**src/rtl/lls_pkg.sv**
```systemverilog
`timescale 1ns / 1ps
// ----------------------------------------------------------------------------
// Linked list slot table: shared definitions
// Default sizes, transfer field widths, operation and status codes, and the
// request and result records that pass between the sequencer and the top.
// ----------------------------------------------------------------------------
package lls_pkg;

  // Default table geometry.
  localparam int SLOT_COUNT_DEF  = 16;
  localparam int VALUE_WIDTH_DEF = 32;

  // Fixed widths of the transfer fields.
  localparam int MODE_W  = 2;
  localparam int VALUE_W = 32;
  localparam int SLOT_W  = 4;
  localparam int STAT_W  = 2;
  localparam int COUNT_W = 5;

  // Operation requested by an input transfer.
  typedef enum logic [MODE_W-1:0] {
    MODE_ADD      = 2'd0,
    MODE_DEL_VAL  = 2'd1,
    MODE_DEL_SLOT = 2'd2,
    MODE_POP      = 2'd3
  } mode_t;

  // Outcome reported with every result.
  typedef enum logic [STAT_W-1:0] {
    ST_DONE = 2'd0,
    ST_FULL = 2'd1,
    ST_MISS = 2'd2
  } status_t;

  typedef struct packed {
    mode_t               mode;
    logic [VALUE_W-1:0]  value_in;
    logic [SLOT_W-1:0]   slot_in;
  } req_t;

  typedef struct packed {
    status_t             status;
    logic [SLOT_W-1:0]   slot_out;
    logic [VALUE_W-1:0]  value_out;
    logic [COUNT_W-1:0]  element_count;
    logic                head_valid;
    logic [VALUE_W-1:0]  head_value;
  } res_t;

endpackage

```
**src/rtl/lls_in_if.sv**
```systemverilog
`timescale 1ns / 1ps
// ----------------------------------------------------------------------------
// Linked list slot table: request channel
// Valid/ready channel carrying one table operation per transfer.
// ----------------------------------------------------------------------------
interface lls_in_if;

  logic                        valid;
  logic                        ready;
  logic [lls_pkg::MODE_W-1:0]  mode;
  logic [lls_pkg::VALUE_W-1:0] value_in;
  logic [lls_pkg::SLOT_W-1:0]  slot_in;

  modport source (output valid, output mode, output value_in, output slot_in, input ready);
  modport sink   (input valid, input mode, input value_in, input slot_in, output ready);

endinterface

```
**src/rtl/lls_out_if.sv**
```systemverilog
`timescale 1ns / 1ps
// ----------------------------------------------------------------------------
// Linked list slot table: result channel
// Valid/ready channel carrying one result record per transfer.
// ----------------------------------------------------------------------------
interface lls_out_if;

  logic                        valid;
  logic                        ready;
  logic [lls_pkg::STAT_W-1:0]  status;
  logic [lls_pkg::SLOT_W-1:0]  slot_out;
  logic [lls_pkg::VALUE_W-1:0] value_out;
  logic [lls_pkg::COUNT_W-1:0] element_count;
  logic                        head_valid;
  logic [lls_pkg::VALUE_W-1:0] head_value;

  modport source (output valid, output status, output slot_out, output value_out,
                  output element_count, output head_valid, output head_value,
                  input ready);
  modport sink   (input valid, input status, input slot_out, input value_out,
                  input element_count, input head_valid, input head_value,
                  output ready);

endinterface

```
**src/rtl/lls_ram.sv**
```systemverilog
`timescale 1ns / 1ps
// ----------------------------------------------------------------------------
// Linked list slot table: generic RAM
// One write port and one read port, with registered read data.
// ----------------------------------------------------------------------------
module lls_ram #(
  parameter int WIDTH = 8,
  parameter int DEPTH = 16,
  localparam int AW   = (DEPTH > 1) ? $clog2(DEPTH) : 1
) (
  input  logic             clk,
  input  logic             we,
  input  logic [AW-1:0]    waddr,
  input  logic [WIDTH-1:0] wdata,
  input  logic [AW-1:0]    raddr,
  output logic [WIDTH-1:0] rdata
);

  logic [WIDTH-1:0] mem [DEPTH];

  // Write, then registered read.
  always_ff @(posedge clk) begin
    if (we) begin
      mem[waddr] <= wdata;
    end
    rdata <= mem[raddr];
  end

endmodule

```
**src/rtl/lls_seq.sv**
```systemverilog
`timescale 1ns / 1ps
// ----------------------------------------------------------------------------
// Linked list slot table: sequencer
// Steps one operation at a time through the value, link and occupancy RAMs
// for the free-slot scan, the value walk and the unlink, and keeps the list
// head, tail, free chain and count.
// ----------------------------------------------------------------------------
module lls_seq #(
  parameter int SLOT_COUNT  = lls_pkg::SLOT_COUNT_DEF,
  parameter int VALUE_WIDTH = lls_pkg::VALUE_WIDTH_DEF,
  localparam int SW = (SLOT_COUNT > 1) ? $clog2(SLOT_COUNT) : 1,
  localparam int LW = $clog2(SLOT_COUNT + 1)
) (
  input  logic                   clk,
  input  logic                   rst_n,
  // Request side
  input  logic                   req_valid,
  output logic                   req_ready,
  input  lls_pkg::req_t          req,
  // Result side
  output logic                   res_valid,
  input  logic                   res_ready,
  output lls_pkg::res_t          res,
  // Value RAM
  output logic                   val_we,
  output logic [SW-1:0]          val_waddr,
  output logic [VALUE_WIDTH-1:0] val_wdata,
  output logic [SW-1:0]          val_raddr,
  input  logic [VALUE_WIDTH-1:0] val_rdata,
  // Forward link RAM
  output logic                   nxt_we,
  output logic [SW-1:0]          nxt_waddr,
  output logic [LW-1:0]          nxt_wdata,
  output logic [SW-1:0]          nxt_raddr,
  input  logic [LW-1:0]          nxt_rdata,
  // Backward link RAM
  output logic                   prv_we,
  output logic [SW-1:0]          prv_waddr,
  output logic [LW-1:0]          prv_wdata,
  output logic [SW-1:0]          prv_raddr,
  input  logic [LW-1:0]          prv_rdata,
  // Occupancy RAM
  output logic                   occ_we,
  output logic [SW-1:0]          occ_waddr,
  output logic                   occ_wdata,
  output logic [SW-1:0]          occ_raddr,
  input  logic                   occ_rdata
);

  localparam logic [LW-1:0] NIL      = LW'(SLOT_COUNT);
  localparam logic [SW-1:0] LAST_IDX = SW'(SLOT_COUNT - 1);

  typedef enum logic [3:0] {
    S_CLEAR,
    S_IDLE,
    S_ADD_FREE,
    S_SCAN,
    S_LINK,
    S_LINK_PREV,
    S_WALK_RD,
    S_WALK_CK,
    S_SLOT_CK,
    S_UL_RD,
    S_UL_CAP,
    S_UL_FIN,
    S_UL_HEAD,
    S_FIN
  } state_t;

  function automatic logic is_slot(input logic [LW-1:0] lk);
    is_slot = (lk < NIL);
  endfunction

  state_t                 state_r, state_nxt;
  logic [LW-1:0]          head_r, head_nxt;
  logic [LW-1:0]          tail_r, tail_nxt;
  logic [LW-1:0]          free_r, free_nxt;
  logic [SW-1:0]          last_r, last_nxt;
  logic [LW-1:0]          count_r, count_nxt;
  logic [VALUE_WIDTH-1:0] hval_r, hval_nxt;
  logic [VALUE_WIDTH-1:0] val_r, val_nxt;
  logic [VALUE_WIDTH-1:0] pop_r, pop_nxt;
  logic [SW-1:0]          cur_r, cur_nxt;
  logic [LW-1:0]          walk_r, walk_nxt;
  logic [SW-1:0]          addr_r, addr_nxt;
  logic [SW-1:0]          chk_r, chk_nxt;
  logic [LW-1:0]          iter_r, iter_nxt;
  logic                   pend_r, pend_nxt;
  logic [LW-1:0]          p_r, p_nxt;
  logic [LW-1:0]          n_r, n_nxt;
  logic [SW-1:0]          clr_r, clr_nxt;
  lls_pkg::status_t       st_r, st_nxt;

  logic [LW-1:0]          cur_lk;
  logic [31:0]            slot_ext;
  logic [31:0]            count_ext;
  logic [63:0]            pop_ext;
  logic [63:0]            hval_ext;

  assign cur_lk = LW'(cur_r);

  // Result record, built from the final state of the operation.
  assign slot_ext  = (st_r == lls_pkg::ST_DONE) ? 32'(cur_r) : 32'd0;
  assign count_ext = 32'(count_r);
  assign pop_ext   = 64'(pop_r);
  assign hval_ext  = is_slot(head_r) ? 64'(hval_r) : 64'd0;

  always_comb begin
    res.status        = st_r;
    res.slot_out      = slot_ext[lls_pkg::SLOT_W-1:0];
    res.value_out     = pop_ext[lls_pkg::VALUE_W-1:0];
    res.element_count = count_ext[lls_pkg::COUNT_W-1:0];
    res.head_valid    = is_slot(head_r);
    res.head_value    = hval_ext[lls_pkg::VALUE_W-1:0];
  end

  assign req_ready = (state_r == S_IDLE);
  assign res_valid = (state_r == S_FIN);

  // Next-state logic and RAM port drive.
  always_comb begin
    state_nxt = state_r;
    head_nxt  = head_r;
    tail_nxt  = tail_r;
    free_nxt  = free_r;
    last_nxt  = last_r;
    count_nxt = count_r;
    hval_nxt  = hval_r;
    val_nxt   = val_r;
    pop_nxt   = pop_r;
    cur_nxt   = cur_r;
    walk_nxt  = walk_r;
    addr_nxt  = addr_r;
    chk_nxt   = chk_r;
    iter_nxt  = iter_r;
    pend_nxt  = pend_r;
    p_nxt     = p_r;
    n_nxt     = n_r;
    clr_nxt   = clr_r;
    st_nxt    = st_r;

    val_we    = 1'b0;
    val_waddr = cur_r;
    val_wdata = val_r;
    val_raddr = cur_r;
    nxt_we    = 1'b0;
    nxt_waddr = cur_r;
    nxt_wdata = NIL;
    nxt_raddr = cur_r;
    prv_we    = 1'b0;
    prv_waddr = cur_r;
    prv_wdata = NIL;
    prv_raddr = cur_r;
    occ_we    = 1'b0;
    occ_waddr = cur_r;
    occ_wdata = 1'b0;
    occ_raddr = cur_r;

    case (state_r)
      // Sweep the occupancy RAM to zero after reset.
      S_CLEAR: begin
        occ_we    = 1'b1;
        occ_waddr = clr_r;
        occ_wdata = 1'b0;
        if (clr_r == LAST_IDX) begin
          state_nxt = S_IDLE;
        end else begin
          clr_nxt = clr_r + 1'b1;
        end
      end

      // Take a request and choose the first step of its operation.
      S_IDLE: begin
        if (req_valid) begin
          val_nxt = VALUE_WIDTH'(64'(req.value_in));
          pop_nxt = '0;
          st_nxt  = lls_pkg::ST_MISS;
          case (req.mode)
            lls_pkg::MODE_ADD: begin
              if (count_r == NIL) begin
                st_nxt    = lls_pkg::ST_FULL;
                state_nxt = S_FIN;
              end else if (is_slot(free_r)) begin
                cur_nxt   = free_r[SW-1:0];
                nxt_raddr = free_r[SW-1:0];
                state_nxt = S_ADD_FREE;
              end else begin
                addr_nxt  = last_r;
                iter_nxt  = '0;
                pend_nxt  = 1'b0;
                state_nxt = S_SCAN;
              end
            end
            lls_pkg::MODE_DEL_VAL: begin
              walk_nxt  = head_r;
              iter_nxt  = '0;
              state_nxt = S_WALK_RD;
            end
            lls_pkg::MODE_DEL_SLOT: begin
              if (int'(req.slot_in) < SLOT_COUNT) begin
                cur_nxt   = SW'(req.slot_in);
                occ_raddr = SW'(req.slot_in);
                state_nxt = S_SLOT_CK;
              end else begin
                state_nxt = S_FIN;
              end
            end
            lls_pkg::MODE_POP: begin
              if (is_slot(head_r)) begin
                cur_nxt   = head_r[SW-1:0];
                pop_nxt   = hval_r;
                state_nxt = S_UL_RD;
              end else begin
                state_nxt = S_FIN;
              end
            end
            default: begin
              state_nxt = S_FIN;
            end
          endcase
        end
      end

      // The free chain's top slot is taken; its forward link is the new top.
      S_ADD_FREE: begin
        free_nxt  = nxt_rdata;
        state_nxt = S_LINK;
      end

      // Wrapping scan for an unoccupied slot, one read issued per cycle.
      S_SCAN: begin
        occ_raddr = addr_r;
        if (pend_r && !occ_rdata) begin
          cur_nxt   = chk_r;
          state_nxt = S_LINK;
        end else if (iter_r == NIL) begin
          st_nxt    = lls_pkg::ST_FULL;
          state_nxt = S_FIN;
        end else begin
          chk_nxt  = addr_r;
          addr_nxt = (addr_r == LAST_IDX) ? '0 : addr_r + 1'b1;
          iter_nxt = iter_r + 1'b1;
          pend_nxt = 1'b1;
        end
      end

      // Fill the new slot and make it the head.
      S_LINK: begin
        occ_we    = 1'b1;
        occ_wdata = 1'b1;
        val_we    = 1'b1;
        val_wdata = val_r;
        prv_we    = 1'b1;
        prv_wdata = NIL;
        nxt_we    = 1'b1;
        nxt_wdata = head_r;
        n_nxt     = head_r;
        head_nxt  = cur_lk;
        last_nxt  = cur_r;
        count_nxt = count_r + 1'b1;
        hval_nxt  = val_r;
        st_nxt    = lls_pkg::ST_DONE;
        if (is_slot(head_r)) begin
          state_nxt = S_LINK_PREV;
        end else begin
          tail_nxt  = cur_lk;
          state_nxt = S_FIN;
        end
      end

      // Point the old head back at the new one.
      S_LINK_PREV: begin
        prv_we    = 1'b1;
        prv_waddr = n_r[SW-1:0];
        prv_wdata = cur_lk;
        state_nxt = S_FIN;
      end

      // Walk from the head looking for the value.
      S_WALK_RD: begin
        if (!is_slot(walk_r) || iter_r == NIL) begin
          state_nxt = S_FIN;
        end else begin
          val_raddr = walk_r[SW-1:0];
          nxt_raddr = walk_r[SW-1:0];
          state_nxt = S_WALK_CK;
        end
      end

      S_WALK_CK: begin
        if (val_rdata == val_r) begin
          cur_nxt   = walk_r[SW-1:0];
          state_nxt = S_UL_RD;
        end else begin
          walk_nxt  = nxt_rdata;
          iter_nxt  = iter_r + 1'b1;
          state_nxt = S_WALK_RD;
        end
      end

      // A free slot cannot be removed.
      S_SLOT_CK: begin
        state_nxt = occ_rdata ? S_UL_RD : S_FIN;
      end

      // Unlink: fetch both neighbours of the slot.
      S_UL_RD: begin
        prv_raddr = cur_r;
        nxt_raddr = cur_r;
        state_nxt = S_UL_CAP;
      end

      // Join the neighbours to each other.
      S_UL_CAP: begin
        p_nxt     = prv_rdata;
        n_nxt     = nxt_rdata;
        nxt_we    = is_slot(prv_rdata);
        nxt_waddr = prv_rdata[SW-1:0];
        nxt_wdata = nxt_rdata;
        prv_we    = is_slot(nxt_rdata);
        prv_waddr = nxt_rdata[SW-1:0];
        prv_wdata = prv_rdata;
        state_nxt = S_UL_FIN;
      end

      // Push the slot on the free chain and fix head, tail and count.
      S_UL_FIN: begin
        nxt_we    = 1'b1;
        nxt_wdata = free_r;
        prv_we    = 1'b1;
        prv_wdata = NIL;
        occ_we    = 1'b1;
        occ_wdata = 1'b0;
        free_nxt  = cur_lk;
        last_nxt  = cur_r;
        st_nxt    = lls_pkg::ST_DONE;
        if (count_r != '0) begin
          count_nxt = count_r - 1'b1;
        end
        if (tail_r == cur_lk) begin
          tail_nxt = p_r;
        end
        state_nxt = S_FIN;
        if (head_r == cur_lk) begin
          head_nxt = n_r;
          if (is_slot(n_r)) begin
            val_raddr = n_r[SW-1:0];
            state_nxt = S_UL_HEAD;
          end
        end
      end

      // Pick up the value of the new head.
      S_UL_HEAD: begin
        hval_nxt  = val_rdata;
        state_nxt = S_FIN;
      end

      // Hand the result over once the output register can take it.
      S_FIN: begin
        if (res_ready) begin
          state_nxt = S_IDLE;
        end
      end

      default: begin
        state_nxt = S_IDLE;
      end
    endcase
  end

  // State and working registers.
  always_ff @(posedge clk) begin
    if (!rst_n) begin
      state_r <= S_CLEAR;
      head_r  <= NIL;
      tail_r  <= NIL;
      free_r  <= NIL;
      last_r  <= '0;
      count_r <= '0;
      clr_r   <= '0;
      pend_r  <= 1'b0;
      st_r    <= lls_pkg::ST_MISS;
    end else begin
      state_r <= state_nxt;
      head_r  <= head_nxt;
      tail_r  <= tail_nxt;
      free_r  <= free_nxt;
      last_r  <= last_nxt;
      count_r <= count_nxt;
      clr_r   <= clr_nxt;
      pend_r  <= pend_nxt;
      st_r    <= st_nxt;
    end
    hval_r <= hval_nxt;
    val_r  <= val_nxt;
    pop_r  <= pop_nxt;
    cur_r  <= cur_nxt;
    walk_r <= walk_nxt;
    addr_r <= addr_nxt;
    chk_r  <= chk_nxt;
    iter_r <= iter_nxt;
    p_r    <= p_nxt;
    n_r    <= n_nxt;
  end

endmodule

```
**src/rtl/linked_list_slot_table_core.sv**
```systemverilog
`timescale 1ns / 1ps
// ----------------------------------------------------------------------------
// Linked list slot table
// A table of slots holding a doubly linked list of values with a LIFO chain
// of freed slots, driven by a valid/ready request and result channel.
// ----------------------------------------------------------------------------
// Usage:
//   in_chan carries one operation per transfer (mode, value_in, slot_in):
//   add at the head, remove by value, remove by slot, or pop the head.
//   out_chan returns exactly one result per request with the status, the
//   slot used, the popped value, the element count and the head value.
//   Requests are taken one at a time; in_chan.ready is high only while the
//   sequencer is idle. An add takes the top of the free chain when there is
//   one and otherwise scans the occupancy flags for a free slot, probing at
//   most SLOT_COUNT slots; a removal by value walks the list from the head.
//   The sequencer is idle again once its result is in the output register.
//   After reset the occupancy RAM is cleared, during which no request is
//   taken. A result waits in the output register while out_chan.ready is
//   low, and the next request may already be accepted and worked on; it
//   finishes once the register has been emptied.
// ----------------------------------------------------------------------------
module linked_list_slot_table_core #(
  parameter int SLOT_COUNT  = lls_pkg::SLOT_COUNT_DEF,
  parameter int VALUE_WIDTH = lls_pkg::VALUE_WIDTH_DEF
) (
  input logic       clk,
  input logic       rst_n,
  lls_in_if.sink    in_chan,
  lls_out_if.source out_chan
);

  localparam int SW = (SLOT_COUNT > 1) ? $clog2(SLOT_COUNT) : 1;
  localparam int LW = $clog2(SLOT_COUNT + 1);

  lls_pkg::req_t req;
  lls_pkg::res_t res;
  lls_pkg::res_t out_r;
  logic          res_valid;
  logic          res_ready;
  logic          out_valid_r, out_valid_nxt;

  logic                   val_we, nxt_we, prv_we, occ_we;
  logic [SW-1:0]          val_waddr, val_raddr, nxt_waddr, nxt_raddr;
  logic [SW-1:0]          prv_waddr, prv_raddr, occ_waddr, occ_raddr;
  logic [VALUE_WIDTH-1:0] val_wdata, val_rdata;
  logic [LW-1:0]          nxt_wdata, nxt_rdata, prv_wdata, prv_rdata;
  logic                   occ_wdata, occ_rdata;

  // Pack the request fields.
  always_comb begin
    req.mode     = lls_pkg::mode_t'(in_chan.mode);
    req.value_in = in_chan.value_in;
    req.slot_in  = in_chan.slot_in;
  end

  lls_seq #(
    .SLOT_COUNT  (SLOT_COUNT),
    .VALUE_WIDTH (VALUE_WIDTH)
  ) u_seq (
    .clk       (clk),
    .rst_n     (rst_n),
    .req_valid (in_chan.valid),
    .req_ready (in_chan.ready),
    .req       (req),
    .res_valid (res_valid),
    .res_ready (res_ready),
    .res       (res),
    .val_we    (val_we),
    .val_waddr (val_waddr),
    .val_wdata (val_wdata),
    .val_raddr (val_raddr),
    .val_rdata (val_rdata),
    .nxt_we    (nxt_we),
    .nxt_waddr (nxt_waddr),
    .nxt_wdata (nxt_wdata),
    .nxt_raddr (nxt_raddr),
    .nxt_rdata (nxt_rdata),
    .prv_we    (prv_we),
    .prv_waddr (prv_waddr),
    .prv_wdata (prv_wdata),
    .prv_raddr (prv_raddr),
    .prv_rdata (prv_rdata),
    .occ_we    (occ_we),
    .occ_waddr (occ_waddr),
    .occ_wdata (occ_wdata),
    .occ_raddr (occ_raddr),
    .occ_rdata (occ_rdata)
  );

  // Slot values.
  lls_ram #(.WIDTH(VALUE_WIDTH), .DEPTH(SLOT_COUNT)) u_val_ram (
    .clk   (clk),
    .we    (val_we),
    .waddr (val_waddr),
    .wdata (val_wdata),
    .raddr (val_raddr),
    .rdata (val_rdata)
  );

  // Forward links, shared with the free chain.
  lls_ram #(.WIDTH(LW), .DEPTH(SLOT_COUNT)) u_nxt_ram (
    .clk   (clk),
    .we    (nxt_we),
    .waddr (nxt_waddr),
    .wdata (nxt_wdata),
    .raddr (nxt_raddr),
    .rdata (nxt_rdata)
  );

  // Backward links.
  lls_ram #(.WIDTH(LW), .DEPTH(SLOT_COUNT)) u_prv_ram (
    .clk   (clk),
    .we    (prv_we),
    .waddr (prv_waddr),
    .wdata (prv_wdata),
    .raddr (prv_raddr),
    .rdata (prv_rdata)
  );

  // Occupancy flags.
  lls_ram #(.WIDTH(1), .DEPTH(SLOT_COUNT)) u_occ_ram (
    .clk   (clk),
    .we    (occ_we),
    .waddr (occ_waddr),
    .wdata (occ_wdata),
    .raddr (occ_raddr),
    .rdata (occ_rdata)
  );

  // Output register: takes a result whenever it is empty or being drained.
  assign res_ready = !out_valid_r || out_chan.ready;

  always_comb begin
    out_valid_nxt = out_valid_r;
    if (res_valid && res_ready) begin
      out_valid_nxt = 1'b1;
    end else if (out_chan.ready) begin
      out_valid_nxt = 1'b0;
    end
  end

  always_ff @(posedge clk) begin
    if (!rst_n) begin
      out_valid_r <= 1'b0;
    end else begin
      out_valid_r <= out_valid_nxt;
    end
    if (res_valid && res_ready) begin
      out_r <= res;
    end
  end

  // Drive the result channel.
  always_comb begin
    out_chan.valid         = out_valid_r;
    out_chan.status        = out_r.status;
    out_chan.slot_out      = out_r.slot_out;
    out_chan.value_out     = out_r.value_out;
    out_chan.element_count = out_r.element_count;
    out_chan.head_valid    = out_r.head_valid;
    out_chan.head_value    = out_r.head_value;
  end

endmodule

```
**src/flat_wrapper.sv**
```systemverilog
// flat-port wrapper written by rule: the top's interface ports become plain ports
module linked_list_slot_table_core_flat 
#(
  parameter int SLOT_COUNT  = lls_pkg::SLOT_COUNT_DEF,
  parameter int VALUE_WIDTH = lls_pkg::VALUE_WIDTH_DEF
)
  (clk, rst_n, in_chan_valid, in_chan_mode, in_chan_value_in, in_chan_slot_in, in_chan_ready, out_chan_valid, out_chan_status, out_chan_slot_out, out_chan_value_out, out_chan_element_count, out_chan_head_valid, out_chan_head_value, out_chan_ready);
  lls_in_if in_chan_i ();
  lls_out_if out_chan_i ();
  input logic clk;
  input logic rst_n;
  input wire logic [$bits(in_chan_i.valid)-1:0] in_chan_valid;
  input wire logic [$bits(in_chan_i.mode)-1:0] in_chan_mode;
  input wire logic [$bits(in_chan_i.value_in)-1:0] in_chan_value_in;
  input wire logic [$bits(in_chan_i.slot_in)-1:0] in_chan_slot_in;
  output wire logic [$bits(in_chan_i.ready)-1:0] in_chan_ready;
  output wire logic [$bits(out_chan_i.valid)-1:0] out_chan_valid;
  output wire logic [$bits(out_chan_i.status)-1:0] out_chan_status;
  output wire logic [$bits(out_chan_i.slot_out)-1:0] out_chan_slot_out;
  output wire logic [$bits(out_chan_i.value_out)-1:0] out_chan_value_out;
  output wire logic [$bits(out_chan_i.element_count)-1:0] out_chan_element_count;
  output wire logic [$bits(out_chan_i.head_valid)-1:0] out_chan_head_valid;
  output wire logic [$bits(out_chan_i.head_value)-1:0] out_chan_head_value;
  input wire logic [$bits(out_chan_i.ready)-1:0] out_chan_ready;
  assign in_chan_i.valid = in_chan_valid;
  assign in_chan_i.mode = in_chan_mode;
  assign in_chan_i.value_in = in_chan_value_in;
  assign in_chan_i.slot_in = in_chan_slot_in;
  assign in_chan_ready = in_chan_i.ready;
  assign out_chan_valid = out_chan_i.valid;
  assign out_chan_status = out_chan_i.status;
  assign out_chan_slot_out = out_chan_i.slot_out;
  assign out_chan_value_out = out_chan_i.value_out;
  assign out_chan_element_count = out_chan_i.element_count;
  assign out_chan_head_valid = out_chan_i.head_valid;
  assign out_chan_head_value = out_chan_i.head_value;
  assign out_chan_i.ready = out_chan_ready;
  linked_list_slot_table_core #(.SLOT_COUNT(SLOT_COUNT), .VALUE_WIDTH(VALUE_WIDTH)) u_core (.clk(clk), .rst_n(rst_n), .in_chan(in_chan_i), .out_chan(out_chan_i));
endmodule
```
**config.mk**
```make
export PLATFORM = sky130hd
export DESIGN_NAME = linked_list_slot_table_core_flat
export DESIGN_NICKNAME = d
export VERILOG_FILES = /design/src/rtl/lls_pkg.sv /design/src/rtl/lls_in_if.sv /design/src/rtl/lls_out_if.sv /design/src/rtl/lls_ram.sv /design/src/rtl/lls_seq.sv /design/src/rtl/linked_list_slot_table_core.sv /design/src/flat_wrapper.sv
export SDC_FILE = /design/constraint.sdc
export NUM_CORES = 1
export LEC_CHECK = 0
export BUFFER_PORTS_ARGS = -buffer_cell sky130_fd_sc_hd__buf_2
export CAP_MARGIN = 20
export CORE_UTILIZATION = 66
export CTS_CLUSTER_SIZE = 12
export DETAILED_ROUTE_END_ITERATION = 10
export PLACE_DENSITY = 0.91
export SYNTH_ARGS = -nofsm -noshare
export SYNTH_HDL_FRONTEND = slang
export SYNTH_HIERARCHICAL = 1
export SYNTH_SLANG_ARGS = --single-unit
export TNS_END_PERCENT = 20
```
**constraint.sdc**
```tcl
create_clock -name clk -period 6.8 [get_ports clk]
set_clock_uncertainty 0.2 [all_clocks]
set_input_delay 0.68 -clock clk [delete_from_list [all_inputs] [get_ports clk]]
set_output_delay 0.68 -clock clk [all_outputs]
set_load 0.1 [all_outputs]
```
[Word-level counts from Yosys, hierarchy flattened]
Memory sizes are Yosys's and may differ from the RTL's. A register that Yosys moved wholly into a read port is not among the register bits.
Cells that the tools add are included.
Word-level totals
  register bits: 230
  memory bits (writable): 688
  input bits: 42
  output and inout port bits: 78
  logic and storage cells: 214
  memories: 4
Memory list
  u_core.u_val_ram.mem: depth 16, width 32, rd ports 1, clocked after memory_dff 1, wr ports 1, line lls_ram.sv:19  | logic [WIDTH-1:0] mem [DEPTH];
  u_core.u_nxt_ram.mem: depth 16, width 5, rd ports 1, clocked after memory_dff 1, wr ports 1, line lls_ram.sv:19
  u_core.u_prv_ram.mem: depth 16, width 5, rd ports 1, clocked after memory_dff 1, wr ports 1, line lls_ram.sv:19
  u_core.u_occ_ram.mem: depth 16, width 1, rd ports 1, clocked after memory_dff 1, wr ports 1, line lls_ram.sv:19
Operators by class
  add/subtract/negate cells: 5
  magnitude comparators: 6
  equal/unequal tests: 43
  multiplexer cells: 93
  bitwise operators: 3
  reductions and logical operators: 36
Operators by type and width (count)
  $mux 4: 31
  $pmux 5 s2: 7
  $pmux 32 s2: 1
  $mux 5: 11
  $pmux 4 s13: 1
  $pmux 4 s2: 5
  $eq 32x32->1: 1
  $eq 4x4->1 const B: 8
  $lt 5x5->1 const B: 6
  $pmux 5 s3: 2
  $ne 2x2->1 const B: 13
  $pmux 4 s3: 2
  $mux 1: 21
  $eq 4x3->1 const B: 4
  $pmux 4 s4: 1
  $reduce_bool 2->1: 7
  $reduce_and 4->1: 3
  $add 5x1->5 const B: 2
  $eq 5x5->1 const B: 2
  $mux 2: 5
  $reduce_and 2->1: 5
  $ne 3x3->1 const B: 3
  $add 4x1->4 const B: 2
  $eq 4x2->1 const B: 2
  other kinds (26): 41

[Depth between registers and ports, before layout]
  depth in word-level cells: 6
  gate-level depth with buffers: 13
  depth with buffers taken out: 10

[Modules after synthesis]
Netlist, hierarchy kept.
Modules (own cells, without submodules)
  lls_ram at u_core.u_val_ram: instances 1, cells an instance 838, area each 19835.3 um^2, sequential area each 16015.4 um^2
  lls_seq: instances 1, cells an instance 725, area each 8081.5 um^2, sequential area each 4294.1 um^2
  lls_ram at u_core.u_nxt_ram ...: instances 2, cells an instance 155, area each 3213.1 um^2, sequential area each 2502.4 um^2
  linked_list_slot_table_core: instances 1, cells an instance 81, area each 2339.7 um^2, sequential area each 2302.2 um^2
  lls_ram at u_core.u_occ_ram: instances 1, cells an instance 47, area each 745.7 um^2, sequential area each 500.5 um^2

[Worst setup path before layout]
No wires, ideal clock.
  kind: register to register
  start point: register u_core.u_seq.state_r[2]
  end point: memory u_core/u_val_ram/mem[0][0] (netlist bit), enable pin
  library setup time: 461 ps
  arrival: 3784 ps
  required time: 6139 ps
  setup slack: 2355 ps
  stages on the path, launching flop included: 9
  path buffers: 3
  period minus slack after synthesis: 4445 ps
  cells stage by stage: dfxtp_1 > buf_6 > nand2b_4 > nand2b_1 > buf_6 > inv_4 > buf_4 > or3b_2 > nor3_1
On the way
  cells in the longest elaborated chain, start to end: 4
Ends and longest elaborated chain
  start: declaration: line lls_seq.sv:74  | state_t state_r, state_nxt;
  start signal: assignment: line lls_seq.sv:385  | state_r <= state_nxt;
  $eq 4x3->1
  $mux 1
  net u_core.occ_wdata: line linked_list_slot_table_core.sv:47  | logic occ_wdata, occ_rdata;
  $mux 1: line lls_ram.sv:23  | if (we) begin
  $mux 1 (not written as such): line lls_ram.sv:24  | mem[waddr] <= wdata;
  end: declaration: line lls_ram.sv:19
The timed path passes the listed nets, and every way through them passes these cells.

[Worst setup path after layout]
  start point: register u_core.u_seq.state_r[0]
  end point: register u_core.u_val_ram.rdata[3], read port of u_core.u_val_ram.mem
On the way
  cells in the longest elaborated chain, start to end: 2
  elaborated cells on any way between the ends: 3
  classes of those cells: eq/ne (2); mux (1)
Ends and longest elaborated chain
  $eq 4x4->1 / $eq 4x3->1 (equally long branches): line lls_seq.sv:159  | case (state_r)
  $pmux 4 s2 *: line lls_seq.sv:159
  net u_core.val_raddr[0]: line linked_list_slot_table_core.sv:43  | logic [SW-1:0] val_waddr, val_raddr, nxt_waddr, nxt_raddr;
  end: declaration: line lls_ram.sv:16  | output logic [WIDTH-1:0] rdata
The timed path passes the listed nets; every way through them passes the cells marked *.
A chain may end at the register's enable or synchronous reset.

==> run summary <==
Setup repair after global routing left no endpoint under its margin. The total overflow left after global routing is 0. The run gives 37430 um2 as the netlist area before placement. The worst hold path begins at in_chan_value_in[24]. The sequential share of the synthesized area is 0.7512.

For the global-route usage over all layers, the log shows 0.3401. The critical path is of the reg -> reg type. The core region is 55520 um2. The floorplan step defined a die boundary enclosing 57660 um2. The most frequently used cell type in the post-synthesis netlist was sky130_fd_sc_hd__edfxtp_1. The initialized floorplan defines 86 standard-cell rows.

The tool flagged a number of max-cap violations equal to 0. The area fraction of the dominant cell type after synthesis was 0.7116. STA classifies the critical path startpoint as a flip-flop.

Detailed placement ended at an HPWL of 51.26 mm. Once the clock tree was built, the resizer swapped 0 gates to a different size. Summed over all cells, the static leakage comes to 13.88 nW. Floorplan die height: 240.1 um. The die is 240.1 um wide. Among all flip-flop cells after synthesis, the most frequent one is sky130_fd_sc_hd__edfxtp_1.

TritonCTS built the clock tree. The detailed router used layers up to and including met5. Via count of the first global-routing pass: 21.42k. The tools report the capturing point of the worst reg2reg path as u_core/u_val_ram/rdata[3]. The CTS clock-pin slew for the worst setup and hold paths is 60 ps. The later-pin clock latency in the skew report is 660 ps.

The worst hold path stage count was 1. The post-detailed-route DRC marker count is 0. In the routed layout, each cell is associated on average with a via count of 7.102. The worst hold path endpoint was u_core/u_seq/val_wdata[24].

Counting instances in the post-synthesis netlist gives the leading cell types as 887 x sky130_fd_sc_hd__edfxtp_1, 168 x sky130_fd_sc_hd__mux4_2, 136 x sky130_fd_sc_hd__nand2_1, 89 x sky130_fd_sc_hd__nor2_1, 78 x sky130_fd_sc_hd__a22oi_1. The path class of the tightest hold or removal check is in -> reg. Counting I/O delays and the setup requirement, the final critical path takes 4708 ps. The sum of routed wire segments on met1 was 31.51 mm; the number of antenna violations at the first check in global routing was 4.

The fraction of final layout cells sized beyond drive strength 1 was 0.2379; the final antenna diode count was 0. Entering global routing, the biggest net connects 77 pins. The worst slew margin relative to its limit came out at 0.2614. The instance count of the mapped netlist was 2001.

The cell sitting at the root of the clock tree is a sky130_fd_sc_hd__clkbuf_16. The average instance in the mapped netlist occupies 18.70 um2. The flow ran to the end, and the final reports show no timing, DRC or antenna violations.

Fraction of the cycle the final worst path needs: 0.6924. The run gives 0 as the number of buffers inserted by post-CTS setup repair. The number of fillers in the final layout is 2779, and the depth of the most critical reg-to-reg path is 8. After synthesis the netlist holds a flip-flop and latch count of 961. Summing internal, switching and leakage power gives 11.31 mW. Share of async-settable or async-resettable flops after synthesis: 0. The count of vias placed by the detailed router was 21.26k; the number of top-level pins was 120. Across the VDD grid, the largest voltage drop is 205.7 uV. Once placement finished, the instance area stood at 38940 um2. In the final design database the tool counted 2224 nets.

The routability-driven placement congestion ratio is 0.9135. The finished cells cover 41930 um2. The growth of design area from synthesis to finish works out to 12.01%.

The tools report the starting density of the core as 0.6741. The logs give 2090 ps for the setup slack of the most critical reg-to-reg path and 3 for the number of buffers on the longest clock path. The startpoint identified for the worst register-to-register timing path is u_core/u_seq/state_r[0]. The routed length per placed instance came out at 31.78 um. The number of instances in the placed design was 2808; the count of endpoints failing setup in the final report was 0. The synthesized netlist contains 84 unique library cells. In this run, the number of DRC markers left after iteration 0 of detailed routing was 3271. Excluding fillers, the count of instances in the completed layout stands at 2993. The worst setup path is captured at a flip-flop. The final count of pins violating max slew is 0.

After synthesis, the cell types taking the most area are sky130_fd_sc_hd__edfxtp_1 71%, sky130_fd_sc_hd__mux4_2 10%, sky130_fd_sc_hd__dfxtp_1 4.0%. For this design, the sink count on the clock tree is 961. For this block, the routed nets add up to 95.11 mm of wire.

Of all cell types, the one taking the most synthesized area is sky130_fd_sc_hd__edfxtp_1. Final hold analysis gives a worst-case slack of 16.78 ps. The run gives 5040 ps as the data arrival time of the worst path. The first detailed-routing pass took 7 iterations. For the post-route setup TNS, the log shows 0 ps. The top achievable clock speed is 0.2124 GHz, and the H-tree depth reported by CTS is 3.

The first global-routing pass estimated 139.1 mm of wire. Dividing total power by cell area gives a power density of 269.8 nW/um2. For the pin with the worst max-slew slack, the measured transition is 1094 ps.

For the number of warning messages in the yosys log, the log shows 6. Data on the critical path is required at its endpoint by 7130 ps. The number of hold violations in the final report came out at 0. Along the worst path, the maximum fanout reaches 37. Summed over all nets, wire length on met2 after detailed routing comes to 46.49 mm. For the sum of met3 wire segment lengths after detailed routing, the log shows 12.31 mm.

The post-route core utilization is 0.7551. Synthesis produced a netlist with a net count of 2051. For the TritonCTS buffer count, the log shows 95. The number of synthesized flops with an enable pin is 887, and the quantity of I/O buffers inserted on ports is 119. The detail route stage leaves a number of antenna-violating nets equal to 0. Timing analysis after detailed placement gives a worst setup slack of 2296 ps. The worst path meets setup with 2092 ps of slack.
## layout make-up
cell class	count	area, um2	share of cell area
timing repair buffer	175	1094	0.02608
sequential	961	28120	0.6706
clock inverter	17	145.1	0.003462
multi-input combinational	919	8874	0.2117
tap	748	935.9	0.02232
inverter	22	91.34	0.002179
clock buffer	151	2669	0.06366
## layer usage
| layer | track usage | up-vias |
|---|---|---|
| met1 | 0.4385 | 10503 |
| met4 | 0.1656 | 6 |
| met2 | 0.5525 | 1980 |
| met3 | 0.07727 | 384 |
| li1 | - | 8384 |
| met5 | 0 | - |
## state kept, by name (all words and copies together) (netlist names), 16 cells and up
signal	count
u_core/out_chan.head_value	32
u_core/out_chan.value_out	32
u_core/u_nxt_ram/mem	80
u_core/u_occ_ram/mem	16
u_core/u_prv_ram/mem	80
u_core/u_seq/hval_r	32
u_core/u_seq/pop_r	32
u_core/u_seq/val_wdata	32
u_core/u_val_ram/mem	512
u_core/u_val_ram/rdata	32
## power by group
part	leakage, nW	switching (mW)	internal, mW	total (mW)
logic	3.87	0.0343	0.0234	0.0577
clock network	1.35	2.19	2.69	4.89
registers	8.67	0.00246	6.36	6.36
## worst max-delay path, stage by stage, from the launching register on
cell and delay (ps):
sky130_fd_sc_hd__dfxtp_1 900, sky130_fd_sc_hd__nand4_4 580, sky130_fd_sc_hd__nor3_4 460, sky130_fd_sc_hd__nor3_1 110, sky130_fd_sc_hd__nor3_2 880, sky130_fd_sc_hd__buf_12 370, sky130_fd_sc_hd__mux4_2 560, sky130_fd_sc_hd__a22oi_1 300
sky130_fd_sc_hd__nand2_1 130
## kinds of logic after synthesis
kind of cell	Yosys count	synth area share
XOR/XNOR	44	0.01030
buffers and inverters	121	0.01605
adder cells (fa/ha/maj)	8	0.002875
multiplexers	222	0.1186
AND/OR/NAND/NOR	447	0.06188
flip-flops	961	0.7512
AO/OA/AOI/OAI	198	0.03911
## worst max-delay path by stage
stage / depth (start not counted) / to / start / slack (ps)
finish: 8 / u_core/u_val_ram/rdata[3] / u_core/u_seq/state_r[0] / 2090
global placement: 8 / u_core/u_val_ram/rdata[18] / u_core/u_seq/state_r[0] / 2460
floorplan: 8 / u_core/u_val_ram/mem[0][0] / u_core/u_seq/state_r[2] / 2350
global route: 8 / u_core/u_val_ram/rdata[20] / u_core/u_seq/state_r[0] / 1910
detailed placement: 8 / u_core/u_val_ram/rdata[20] / u_core/u_seq/state_r[0] / 2300
CTS: 8 / u_core/u_val_ram/rdata[3] / u_core/u_seq/state_r[0] / 2170
## placed cells by master (no fill, tap or decap), types with 6 or more instances in the layout
| cell type | synthesis | final |
|---|---|---|
| sky130_fd_sc_hd__nor4_1 | 12 | 12 |
| sky130_fd_sc_hd__nand2_1 | 136 | 136 |
| sky130_fd_sc_hd__dfxtp_1 | 74 | 74 |
| sky130_fd_sc_hd__clkinv_1 | 0 | 7 |
| sky130_fd_sc_hd__nor3_2 | 0 | 7 |
| sky130_fd_sc_hd__nor2b_1 | 43 | 41 |
| sky130_fd_sc_hd__o211ai_1 | 6 | 6 |
| sky130_fd_sc_hd__clkbuf_16 | 0 | 96 |
| sky130_fd_sc_hd__xor2_1 | 36 | 36 |
| sky130_fd_sc_hd__and2_1 | 7 | 7 |
| sky130_fd_sc_hd__nor3_1 | 32 | 25 |
| sky130_fd_sc_hd__clkbuf_8 | 0 | 6 |
| sky130_fd_sc_hd__buf_2 | 23 | 119 |
| sky130_fd_sc_hd__clkbuf_1 | 38 | 49 |
| sky130_fd_sc_hd__nor2_4 | 1 | 14 |
| sky130_fd_sc_hd__a22oi_1 | 78 | 78 |
| sky130_fd_sc_hd__buf_4 | 17 | 37 |
| sky130_fd_sc_hd__a221o_1 | 13 | 12 |
| sky130_fd_sc_hd__mux2i_1 | 11 | 11 |
| sky130_fd_sc_hd__nand3b_1 | 9 | 9 |
| sky130_fd_sc_hd__a21oi_1 | 21 | 21 |
| sky130_fd_sc_hd__edfxtp_1 | 887 | 887 |
| sky130_fd_sc_hd__ha_1 | 7 | 7 |
| sky130_fd_sc_hd__o21ai_0 | 26 | 24 |
| sky130_fd_sc_hd__inv_1 | 19 | 18 |
| sky130_fd_sc_hd__nand2b_1 | 13 | 13 |
| sky130_fd_sc_hd__a311oi_1 | 7 | 7 |
| sky130_fd_sc_hd__nor2_1 | 89 | 76 |
| sky130_fd_sc_hd__mux4_2 | 168 | 168 |
| sky130_fd_sc_hd__nand3_1 | 36 | 36 |
| sky130_fd_sc_hd__and3_1 | 36 | 36 |
| sky130_fd_sc_hd__xnor2_1 | 8 | 8 |
| sky130_fd_sc_hd__o22ai_1 | 6 | 6 |
| sky130_fd_sc_hd__mux2_2 | 39 | 39 |
| sky130_fd_sc_hd__dlygate4sd3_1 | 0 | 16 |
## timing repair
| item | CTS | global route |
|---|---|---|
| hold buffers | 16 | 0 |
| endpoints found under the hold margin | 16 | 0 |
| endpoints found under the setup margin | 0 | 0 |
Note: power is estimated with default switching activity, not from simulation.
